**src/hw/rtl/owt_pkg.sv**
```systemverilog
`default_nettype none

package owt_pkg;

   // Input word modes.
   localparam logic [1:0] MODE_TICK  = 2'd0;
   localparam logic [1:0] MODE_TOUCH = 2'd1;
   localparam logic [1:0] MODE_LIGHT = 2'd2;

   // Touch event codes.
   localparam logic [1:0] EV_NONE     = 2'd0;
   localparam logic [1:0] EV_DOWN     = 2'd1;
   localparam logic [1:0] EV_RELEASED = 2'd2;

   // Configuration register indexes.
   localparam logic CSR_HOLD_TICKS   = 1'b0;
   localparam logic CSR_MAX_ATTEMPTS = 1'b1;

   localparam logic [7:0]  HOLD_TICKS_RESET   = 8'd60;
   localparam logic [2:0]  MAX_ATTEMPTS_RESET = 3'd3;
   localparam logic [7:0]  CRC_INIT           = 8'hAC;
   localparam logic [7:0]  CRC_POLY           = 8'h07;
   localparam logic [7:0]  TOUCH_REQUEST      = 8'h40;
   localparam logic [6:0]  BRIGHT_MAX         = 7'd127;
   localparam logic [11:0] NO_TOUCH_POS       = 12'hFFF;
   localparam logic [7:0]  LOW_TICKS          = 8'd2;
   localparam logic [5:0]  SEND_BITS          = 6'd16;
   localparam logic [5:0]  CRC_BITS           = 6'd24;
   localparam logic [5:0]  RECV_BITS          = 6'd32;

   typedef enum logic [2:0] {
      PH_IDLE,
      PH_HOLD,
      PH_LOW,
      PH_SEND,
      PH_TAIL,
      PH_WAIT,
      PH_RECV
   } phase_type;

   typedef struct packed {
      logic [1:0] mode;
      logic [7:0] brightness;
      logic       line_sample;
   } req_item_type;

   typedef struct packed {
      logic        line_drive_enable;
      logic        line_level;
      logic        busy_res;
      logic        done_res;
      logic        ok;
      logic [31:0] response_word;
      logic [11:0] x_pos;
      logic [11:0] y_pos;
      logic        touching;
      logic [1:0]  touch_event;
   } rsp_item_type;

   // One CRC-8 step, data entered MSB first.
   function automatic logic [7:0] crc_step(input logic [7:0] crc, input logic data_bit);
      logic [7:0] shifted;
      shifted = {crc[6:0], 1'b0};
      if (crc[7] ^ data_bit) begin
         shifted = shifted ^ CRC_POLY;
      end
      return shifted;
   endfunction

   // CRC-8 of one byte: eight steps on an 8-bit value.
   function automatic logic [7:0] crc_byte(input logic [7:0] data);
      logic [7:0] crc;
      crc = CRC_INIT;
      for (int i = 7; i >= 0; i--) begin
         crc = crc_step(crc, data[i]);
      end
      return crc;
   endfunction

endpackage

`default_nettype wire

```
**src/hw/rtl/owt_engine.sv**
```systemverilog
`default_nettype none

module owt_engine
   import owt_pkg::*;
(
   input  wire logic         clock,
   input  wire logic         reset,
   input  wire logic         advance,
   input  wire req_item_type item,
   input  wire logic [7:0]   hold_ticks,
   input  wire logic [2:0]   max_attempts,
   output rsp_item_type      result
);

   phase_type   phase_ff, phase_in;
   logic [7:0]  tick_count_ff, tick_count_in;
   logic [5:0]  bit_count_ff, bit_count_in;
   logic [15:0] send_shift_ff, send_shift_in;
   logic [31:0] receive_shift_ff, receive_shift_in;
   logic [2:0]  attempt_count_ff, attempt_count_in;
   logic [7:0]  request_byte_ff, request_byte_in;
   logic        query_is_touch_ff, query_is_touch_in;
   logic        release_pending_ff, release_pending_in;
   logic [11:0] last_down_x_ff, last_down_x_in;
   logic [11:0] last_down_y_ff, last_down_y_in;
   logic [7:0]  recv_crc_ff, recv_crc_in;

   logic [7:0]  tick_next;
   logic [5:0]  bit_next;
   logic [2:0]  attempt_next;
   logic [31:0] shift_next;
   logic [11:0] x_dec, y_dec;
   logic [7:0]  start_byte;
   logic [6:0]  bright_clamped;
   logic        retry;

   always_comb begin
      phase_in           = phase_ff;
      tick_count_in      = tick_count_ff;
      bit_count_in       = bit_count_ff;
      send_shift_in      = send_shift_ff;
      receive_shift_in   = receive_shift_ff;
      attempt_count_in   = attempt_count_ff;
      request_byte_in    = request_byte_ff;
      query_is_touch_in  = query_is_touch_ff;
      release_pending_in = release_pending_ff;
      last_down_x_in     = last_down_x_ff;
      last_down_y_in     = last_down_y_ff;
      recv_crc_in        = recv_crc_ff;

      result             = '0;
      retry              = 1'b0;
      start_byte         = request_byte_ff;

      tick_next    = tick_count_ff + 8'd1;
      bit_next     = bit_count_ff + 6'd1;
      attempt_next = attempt_count_ff + 3'd1;
      shift_next   = {receive_shift_ff[30:0], item.line_sample};
      x_dec        = {shift_next[31:28], shift_next[23:16]};
      y_dec        = {shift_next[27:24], shift_next[15:8]};
      bright_clamped = (item.brightness > {1'b0, BRIGHT_MAX}) ? BRIGHT_MAX
                                                             : item.brightness[6:0];

      if (phase_ff == PH_IDLE && (item.mode == MODE_TOUCH || item.mode == MODE_LIGHT)) begin
         if (item.mode == MODE_TOUCH) begin
            start_byte        = TOUCH_REQUEST;
            query_is_touch_in = 1'b1;
         end else begin
            start_byte        = {1'b1, bright_clamped};
            query_is_touch_in = 1'b0;
         end
         request_byte_in  = start_byte;
         attempt_count_in = 3'd0;
         retry            = 1'b1;
      end else if (item.mode == MODE_TICK && phase_ff != PH_IDLE) begin
         case (phase_ff)
            PH_HOLD: begin
               if (tick_next >= hold_ticks) begin
                  phase_in      = PH_LOW;
                  tick_count_in = 8'd0;
               end else begin
                  tick_count_in = tick_next;
               end
            end
            PH_LOW: begin
               if (tick_next >= LOW_TICKS) begin
                  phase_in      = PH_SEND;
                  tick_count_in = 8'd0;
                  bit_count_in  = 6'd0;
               end else begin
                  tick_count_in = tick_next;
               end
            end
            PH_SEND: begin
               bit_count_in = bit_next;
               if (bit_next >= SEND_BITS) begin
                  phase_in = PH_TAIL;
               end else begin
                  send_shift_in = {send_shift_ff[14:0], 1'b0};
               end
            end
            PH_TAIL: begin
               phase_in = PH_WAIT;
            end
            PH_WAIT: begin
               phase_in     = PH_RECV;
               bit_count_in = 6'd0;
               recv_crc_in  = CRC_INIT;
            end
            PH_RECV: begin
               receive_shift_in = shift_next;
               bit_count_in     = bit_next;
               // The check value is built as the bits arrive; only the first 24 count.
               if (bit_count_ff < CRC_BITS) begin
                  recv_crc_in = crc_step(recv_crc_ff, item.line_sample);
               end
               if (bit_next >= RECV_BITS) begin
                  if (recv_crc_ff == shift_next[7:0]) begin
                     result.done_res = 1'b1;
                     result.ok       = 1'b1;
                     phase_in        = PH_IDLE;
                     if (query_is_touch_ff) begin
                        result.x_pos = x_dec;
                        result.y_pos = y_dec;
                        if (x_dec != NO_TOUCH_POS && y_dec != NO_TOUCH_POS) begin
                           result.touching    = 1'b1;
                           result.touch_event = EV_DOWN;
                           last_down_x_in     = x_dec;
                           last_down_y_in     = y_dec;
                           release_pending_in = 1'b1;
                        end else if (release_pending_ff) begin
                           result.touch_event = EV_RELEASED;
                           result.x_pos       = last_down_x_ff;
                           result.y_pos       = last_down_y_ff;
                           release_pending_in = 1'b0;
                        end
                     end
                  end else begin
                     attempt_count_in = attempt_next;
                     if (attempt_next >= max_attempts) begin
                        result.done_res = 1'b1;
                        phase_in        = PH_IDLE;
                     end else begin
                        retry = 1'b1;
                     end
                  end
               end
            end
            default: begin
               phase_in = PH_IDLE;
            end
         endcase
      end

      if (retry) begin
         phase_in         = PH_HOLD;
         tick_count_in    = 8'd0;
         bit_count_in     = 6'd0;
         receive_shift_in = 32'd0;
         send_shift_in    = {start_byte, crc_byte(start_byte)};
      end

      case (phase_in)
         PH_LOW: begin
            result.line_drive_enable = 1'b1;
            result.line_level        = 1'b0;
         end
         PH_SEND, PH_TAIL: begin
            result.line_drive_enable = 1'b1;
            result.line_level        = send_shift_in[15];
         end
         PH_WAIT, PH_RECV: begin
            result.line_drive_enable = 1'b0;
            result.line_level        = 1'b0;
         end
         default: begin
            result.line_drive_enable = 1'b1;
            result.line_level        = 1'b1;
         end
      endcase
      result.busy_res      = (phase_in != PH_IDLE);
      result.response_word = receive_shift_in;
   end

   always_ff @(posedge clock) begin
      if (reset) begin
         phase_ff           <= PH_IDLE;
         tick_count_ff      <= '0;
         bit_count_ff       <= '0;
         send_shift_ff      <= '0;
         receive_shift_ff   <= '0;
         attempt_count_ff   <= '0;
         request_byte_ff    <= '0;
         query_is_touch_ff  <= 1'b0;
         release_pending_ff <= 1'b0;
         last_down_x_ff     <= '0;
         last_down_y_ff     <= '0;
         recv_crc_ff        <= CRC_INIT;
      end else if (advance) begin
         phase_ff           <= phase_in;
         tick_count_ff      <= tick_count_in;
         bit_count_ff       <= bit_count_in;
         send_shift_ff      <= send_shift_in;
         receive_shift_ff   <= receive_shift_in;
         attempt_count_ff   <= attempt_count_in;
         request_byte_ff    <= request_byte_in;
         query_is_touch_ff  <= query_is_touch_in;
         release_pending_ff <= release_pending_in;
         last_down_x_ff     <= last_down_x_in;
         last_down_y_ff     <= last_down_y_in;
         recv_crc_ff        <= recv_crc_in;
      end
   end

   a_ok_ends_session: assert property (@(posedge clock) disable iff (reset)
      result.ok |-> (result.done_res && !result.busy_res))
      else $error("good reply did not end the session");

   a_down_is_touching: assert property (@(posedge clock) disable iff (reset)
      (result.touch_event == EV_DOWN) |-> (result.touching && query_is_touch_ff))
      else $error("down event without a touching reply");

   a_recv_count: assert property (@(posedge clock) disable iff (reset)
      (phase_ff == PH_RECV) |-> (bit_count_ff < RECV_BITS))
      else $error("receive bit count ran past the reply length");

   a_attempt_limit: assert property (@(posedge clock) disable iff (reset)
      (phase_ff != PH_IDLE && max_attempts != 3'd0) |-> (attempt_count_ff < max_attempts))
      else $error("session kept running past the attempt limit");

   a_idle_holds: assert property (@(posedge clock) disable iff (reset)
      (phase_ff == PH_IDLE && advance && item.mode == MODE_TICK) |=> (phase_ff == PH_IDLE))
      else $error("tick left the idle phase");

endmodule

`default_nettype wire

```
**src/hw/rtl/one_wire_touch_link_session_core.sv**
```systemverilog
`default_nettype none

// One-wire touch panel link engine. Every request word (a bit-time tick or a
// start command) yields exactly one response word showing the line drive, the
// session status and, at the end of a session, the received reply and any
// decoded touch event. A word is taken in every clock cycle unless req_stall
// is high; a response passes through the input register and then the result
// register before it is presented.
// A held response lets one more request into the input register, after which
// the input stalls until the response is taken. The reply check value is
// accumulated one bit per tick, so no step of the logic is wider than one CRC
// byte. Configuration writes are always ready and should only be made while no
// session is running.
module one_wire_touch_link_session_core
   import owt_pkg::*;
(
   input  wire logic        clock,
   input  wire logic        reset,

   input  wire logic        req_valid,
   output      logic        req_stall,
   input  wire logic [1:0]  req_mode,
   input  wire logic [7:0]  req_brightness,
   input  wire logic        req_line_sample,

   output      logic        rsp_valid,
   input  wire logic        rsp_stall,
   output      logic        rsp_line_drive_enable,
   output      logic        rsp_line_level,
   output      logic        rsp_busy_res,
   output      logic        rsp_done_res,
   output      logic        rsp_ok,
   output      logic [31:0] rsp_response_word,
   output      logic [11:0] rsp_x_pos,
   output      logic [11:0] rsp_y_pos,
   output      logic        rsp_touching,
   output      logic [1:0]  rsp_touch_event,

   input  wire logic        csr_valid,
   output      logic        csr_ready,
   input  wire logic        csr_index,
   input  wire logic [7:0]  csr_wdata
);

   logic         req_valid_ff, req_valid_in;
   req_item_type req_ff, req_in;
   logic         rsp_valid_ff, rsp_valid_in;
   rsp_item_type rsp_ff;
   rsp_item_type step_result;
   logic [7:0]   hold_ticks_ff;
   logic [2:0]   max_attempts_ff;
   logic         advance;
   logic         req_take;

   // The held word moves into the result register whenever that register is
   // free or being emptied in this cycle.
   assign advance   = req_valid_ff && (!rsp_valid_ff || !rsp_stall);
   assign req_stall = req_valid_ff && !advance;
   assign req_take  = req_valid && !req_stall;
   assign csr_ready = 1'b1;

   always_comb begin
      req_in.mode        = req_mode;
      req_in.brightness  = req_brightness;
      req_in.line_sample = req_line_sample;
      req_valid_in       = req_stall ? req_valid_ff : req_valid;
      if (advance) begin
         rsp_valid_in = 1'b1;
      end else if (!rsp_stall) begin
         rsp_valid_in = 1'b0;
      end else begin
         rsp_valid_in = rsp_valid_ff;
      end
   end

   owt_engine u_engine (
      .clock        (clock),
      .reset        (reset),
      .advance      (advance),
      .item         (req_ff),
      .hold_ticks   (hold_ticks_ff),
      .max_attempts (max_attempts_ff),
      .result       (step_result)
   );

   always_ff @(posedge clock) begin
      if (reset) begin
         req_valid_ff    <= 1'b0;
         rsp_valid_ff    <= 1'b0;
         hold_ticks_ff   <= HOLD_TICKS_RESET;
         max_attempts_ff <= MAX_ATTEMPTS_RESET;
      end else begin
         req_valid_ff <= req_valid_in;
         rsp_valid_ff <= rsp_valid_in;
         if (csr_valid && csr_ready) begin
            case (csr_index)
               CSR_HOLD_TICKS:   hold_ticks_ff   <= csr_wdata;
               CSR_MAX_ATTEMPTS: max_attempts_ff <= csr_wdata[2:0];
               default:          hold_ticks_ff   <= hold_ticks_ff;
            endcase
         end
      end
   end

   always_ff @(posedge clock) begin
      if (req_take) begin
         req_ff <= req_in;
      end
      if (advance) begin
         rsp_ff <= step_result;
      end
   end

   assign rsp_valid             = rsp_valid_ff;
   assign rsp_line_drive_enable = rsp_ff.line_drive_enable;
   assign rsp_line_level        = rsp_ff.line_level;
   assign rsp_busy_res          = rsp_ff.busy_res;
   assign rsp_done_res          = rsp_ff.done_res;
   assign rsp_ok                = rsp_ff.ok;
   assign rsp_response_word     = rsp_ff.response_word;
   assign rsp_x_pos             = rsp_ff.x_pos;
   assign rsp_y_pos             = rsp_ff.y_pos;
   assign rsp_touching          = rsp_ff.touching;
   assign rsp_touch_event       = rsp_ff.touch_event;

endmodule

`default_nettype wire

```
**config.mk**
```make
export PLATFORM = sky130hd
export DESIGN_NAME = one_wire_touch_link_session_core
export DESIGN_NICKNAME = d
export VERILOG_FILES = /design/src/hw/rtl/owt_pkg.sv /design/src/hw/rtl/owt_engine.sv /design/src/hw/rtl/one_wire_touch_link_session_core.sv
export SDC_FILE = /design/constraint.sdc
export NUM_CORES = 1
export LEC_CHECK = 0
export ABC_AREA = 1
export BUFFER_PORTS_ARGS = -buffer_cell sky130_fd_sc_hd__buf_4
export CAP_MARGIN = 10
export CORE_MARGIN = 8
export CORE_UTILIZATION = 59
export DETAILED_ROUTE_END_ITERATION = 8
export GPL_TIMING_DRIVEN = 0
export PLACE_DENSITY = 0.8
export SKIP_LAST_GASP = 1
export SLEW_MARGIN = 30
export SYNTH_ARGS = -nofsm -noshare
export SYNTH_HDL_FRONTEND = slang
export SYNTH_SLANG_ARGS = --single-unit
```
**constraint.sdc**
```tcl
create_clock -name clock -period 4.5 [get_ports clock]
set_input_delay 0 -clock clock [delete_from_list [all_inputs] [get_ports clock]]
set_output_delay 0 -clock clock [all_outputs]
set_load 0.02 [all_outputs]
```
==> run summary <==
Crit-path cells: ha_1 -> ha_1 -> o21ai_0 -> nand2_1 -> a21oi_1 -> nand3_2 -> nand2_4 -> inv_4 -> buf_6 -> nand2_1 -> nand2_1 -> nand3_1 -> nand2_1 -> nand2_1 -> nand2_1
Slowest cell on crit path: a21oi_1
Final setup viols: 0
CP Launch Type: flop
Grt ovf: 0
RSZ-0062 raised after global routing: no
Net count reported at finish: 1,321
Post-layout min period: 2700 ps
CTS Sinks: 197
Initial DRC count: 578
Largest net degree at the start of global routing: 53
Combinational power share: 0.129
Sw Pwr: 1080 µW
Worst hold start: reset
Power Dens Cells: 364 mW/mm²
Yosys cell types: 44
Cts repair resizes: 0
Via count: 8,157
Area after DPL: 0.0103 mm²
CTS clock-pin slew for the worst setup and hold paths: 70 ps
Sw Ratio: 0.266
Max H-tree Level: 4
IO buf count: 89
CP Data Required Time: 4690 ps
Fin util: 0.711
Post-synth top area cell: dfxtp_1
Drt pass-1 iters: 7
Synthesis Warnings: 0
Period utilisation layout: 0.600
CP max FO: 10
Netlist Area Pre-Place: 0.00929 mm²
Vias per inst: 5.41
# rows: 46
Die X-Extent: 142 µm
Internal power: 2970 µW
# DRC: 0
Synth top area share: 0.265
Reg-to-reg critical path endpoint: rsp_line_level$_DFFE_PP_
CP most frequent cell: nand2_1
Die Area: 0.0200 mm²
Leak pwr: 0.00483 µW
Max Cap Viol: 0
Total core area: 0.0157 mm²
Final Non-Filler Cells: 1,509
Cell count after synthesis: 1,144
Critical path class: flop to flop
Clk root buf: clkbuf_16
Worst flop-to-flop path startpoint: u_engine.attempt_count_ff[0]$_SDFFE_PP0P_
Clock Path Buffers: 2
R2R depth: 15
WHS: 54.8 ps
DP HPWL: 16,200 µm
Die Span Y: 142 µm
Filler instances: 1,193
First-pass GRT wire length: 36,900 µm
WHS Endpoint: u_engine.send_shift_ff[15]$_SDFFE_PP0P_
Post-Syn Nets: 1,185
Status: finished clean
Crit path DAT: 2890 ps
Starting Density: 0.594
CTS Buf Count: 17
Slowest stage delay, CP: 350 ps
Inst Count DP: 1,450
Antenna Violating Nets Remaining: 0
Worst VDD drop: 254 µV
Clk Latency, worst-skew pair: 440 ps
Setup slack, reg-to-reg: 1800 ps
Ant. Diodes: 0
Sequential share of power: 0.488
Slew Viols, Final: 0
Fin area: 0.0111 mm²
Clk pwr share: 0.383
Fin Setup TNS: 0 ps
Crit path capture type: flop
Vias in the first global route: 7,583
Synth Register Bits: 197
RePlAce Congestion: 0.923
I/O Pins: 92
Fraction of layout cells with a size suffix above 1: 0.147
Area Overhead vs Synth: 19.8%
Initial antenna violation count: 0
Hold Path Depth: 4
Area contributors post-synth: dfxtp_1 26%, edfxtp_1 24%, nand2_1 11%
CTS tree: built
Max-slew headroom: 0.518
Register area share after synthesis: 0.504
Drt total wl: 22,700 µm
Clk_skew: 10.1 ps
Slew @ Worst Pin: 723 ps
Wire length per cell: 15.1 µm
Mapped Avg Cell Area: 8.12 µm²
Hold Crit Class: input port to flop
Final hold viol count: 0
Peak Freq: 371 MHz
Tot GR Track Use: 0.229
==> Yosys cell counts (all sizes together) <==
master    n
xor2     15
nand4     7
nand2   280
ha       16
nand3    50
or3       1
clkbuf   33
a211oi   26
conb      1
nor4      6
or2       3
xnor2     3
inv     150
edfxtp   74
o211ai    6
nor2     84
a31oi     3
o21ai   103
a21oi   130
and2      1
dfxtp   123
a21boi    1
o31ai     1
buf      20
nor3      7
==> cell type report <==
cell class	instances	area, µm²	area share
inverters	150	568	0.0510
plain buffers	53	277	0.0248
repair buffers	117	966	0.0868
flip-flops and latches	197	4680	0.421
clock buffers	20	458	0.0411
well taps	216	270	0.0243
clock inverters	12	141	0.0127
multi-input cells	744	3770	0.339
==> power by group through the flow <==
stage	sequential, µW	combinational, µW	clock (µW)
floorplan	2040	309	0
global placement	2010	479	0
detailed placement	2010	494	0
CTS	1970	519	1560
global route	1980	576	1630
finish	1970	524	1550
==> worst max-delay path: cells and delay by family, from the launching register on <==
| kind | cells | cell delay [ps] |
|---|---|---|
| flops | 1 | 340 |
| compound gates | 2 | 420 |
| buf+inv | 2 | 200 |
| fa+ha+maj | 2 | 600 |
| simple gates | 9 | 870 |
==> layer usage <==
metal  vias to the layer above  share of wire  routed length, µm  global-route usage
met1                      3789           0.40               9190               0.264
met4                         0          0.022                506              0.0820
met3                        48          0.067               1520              0.0517
met5                         -              0                  0                   0
li1                       4023              -                  -                   -
met2                       297           0.51              11500               0.408
==> worst max-delay path by stage <==
stage | endpoint | depth (start not counted) | start
after floorplan | rsp_busy_res$_DFFE_PP_ | 5 | rsp_valid$_SDFFE_PP0P_
after global placement | rsp_response_word[20]$_DFFE_PP_ | 5 | rsp_valid$_SDFFE_PP0P_
after detailed placement | rsp_line_level$_DFFE_PP_ | 15 | u_engine.attempt_count_ff[0]$_SDFFE_PP0P_
after CTS | rsp_line_level$_DFFE_PP_ | 15 | u_engine.attempt_count_ff[0]$_SDFFE_PP0P_
after global routing | rsp_line_level$_DFFE_PP_ | 15 | u_engine.attempt_count_ff[0]$_SDFFE_PP0P_
final | rsp_line_level$_DFFE_PP_ | 15 | u_engine.attempt_count_ff[0]$_SDFFE_PP0P_
==> per-stage QoR <==
| step | power [µW] | worst slack, ps |
|---|---|---|
| 2_1_floorplan | 2350 | 1150 |
| 3_3_place_gp | 2490 | 238 |
| 3_5_place_dp | 2510 | 1850 |
| 4_1_cts | 4060 | 1830 |
| 5_1_grt | 4190 | 1620 |
| 6_report | 4050 | 1800 |
==> cell families (layout without fill, tap and decap cells) <==
| kind of cell | Yosys count | in the layout | synth area share |
|---|---|---|---|
| simple gates | 439 | 439 | 0.206 |
| fa+ha+maj | 16 | 16 | 0.0215 |
| flops | 197 | 197 | 0.504 |
| other cells | 1 | 1 | 0.000403 |
| compound gates | 270 | 270 | 0.158 |
| buf+inv | 203 | 352 | 0.0905 |
| xor+xnor | 18 | 18 | 0.0198 |
==> state kept, by name (all words and copies together), names as in the netlist, 3 cells and up <==
signal and count:
rsp_x_pos 12, u_engine.attempt_count_ff 3, u_engine.recv_crc_ff 8, u_engine.last_down_y_ff 12
u_engine.send_shift_ff 16, rsp_response_word 32, hold_ticks_ff 8, u_engine.bit_count_ff 6
u_engine.phase_ff 3, max_attempts_ff 3, u_engine.request_byte_ff 8, u_engine.receive_shift_ff 32
rsp_y_pos 12, u_engine.last_down_x_ff 12, req_ff 11, u_engine.tick_count_ff 8
==> cells in the final DEF, fill, tap and decap left out, types with 4 or more instances in the layout <==
master         count
inv_2             12
nand4_1            6
o21ai_1           13
nor2_4             9
dfxtp_1          123
nor4_1             6
dlygate4sd3_1     27
clkbuf_16         18
o211ai_1           6
a21oi_1          127
nor3_1             6
edfxtp_1          74
buf_2              5
inv_1            136
xor2_1            13
nor2_1            73
buf_4             97
nand3_2            4
clkbuf_1          34
a211oi_1          26
o21ai_0           87
ha_1              16
nand3_1           46
nand2_1          269
nand2_2            8
buf_6              5
==> timing repair <==
item,in CTS,in global routing
buffers inserted,0,0
hold buffers,27,0
endpoints found under the hold margin,24,0
Note: power is estimated with default switching activity, not from simulation.
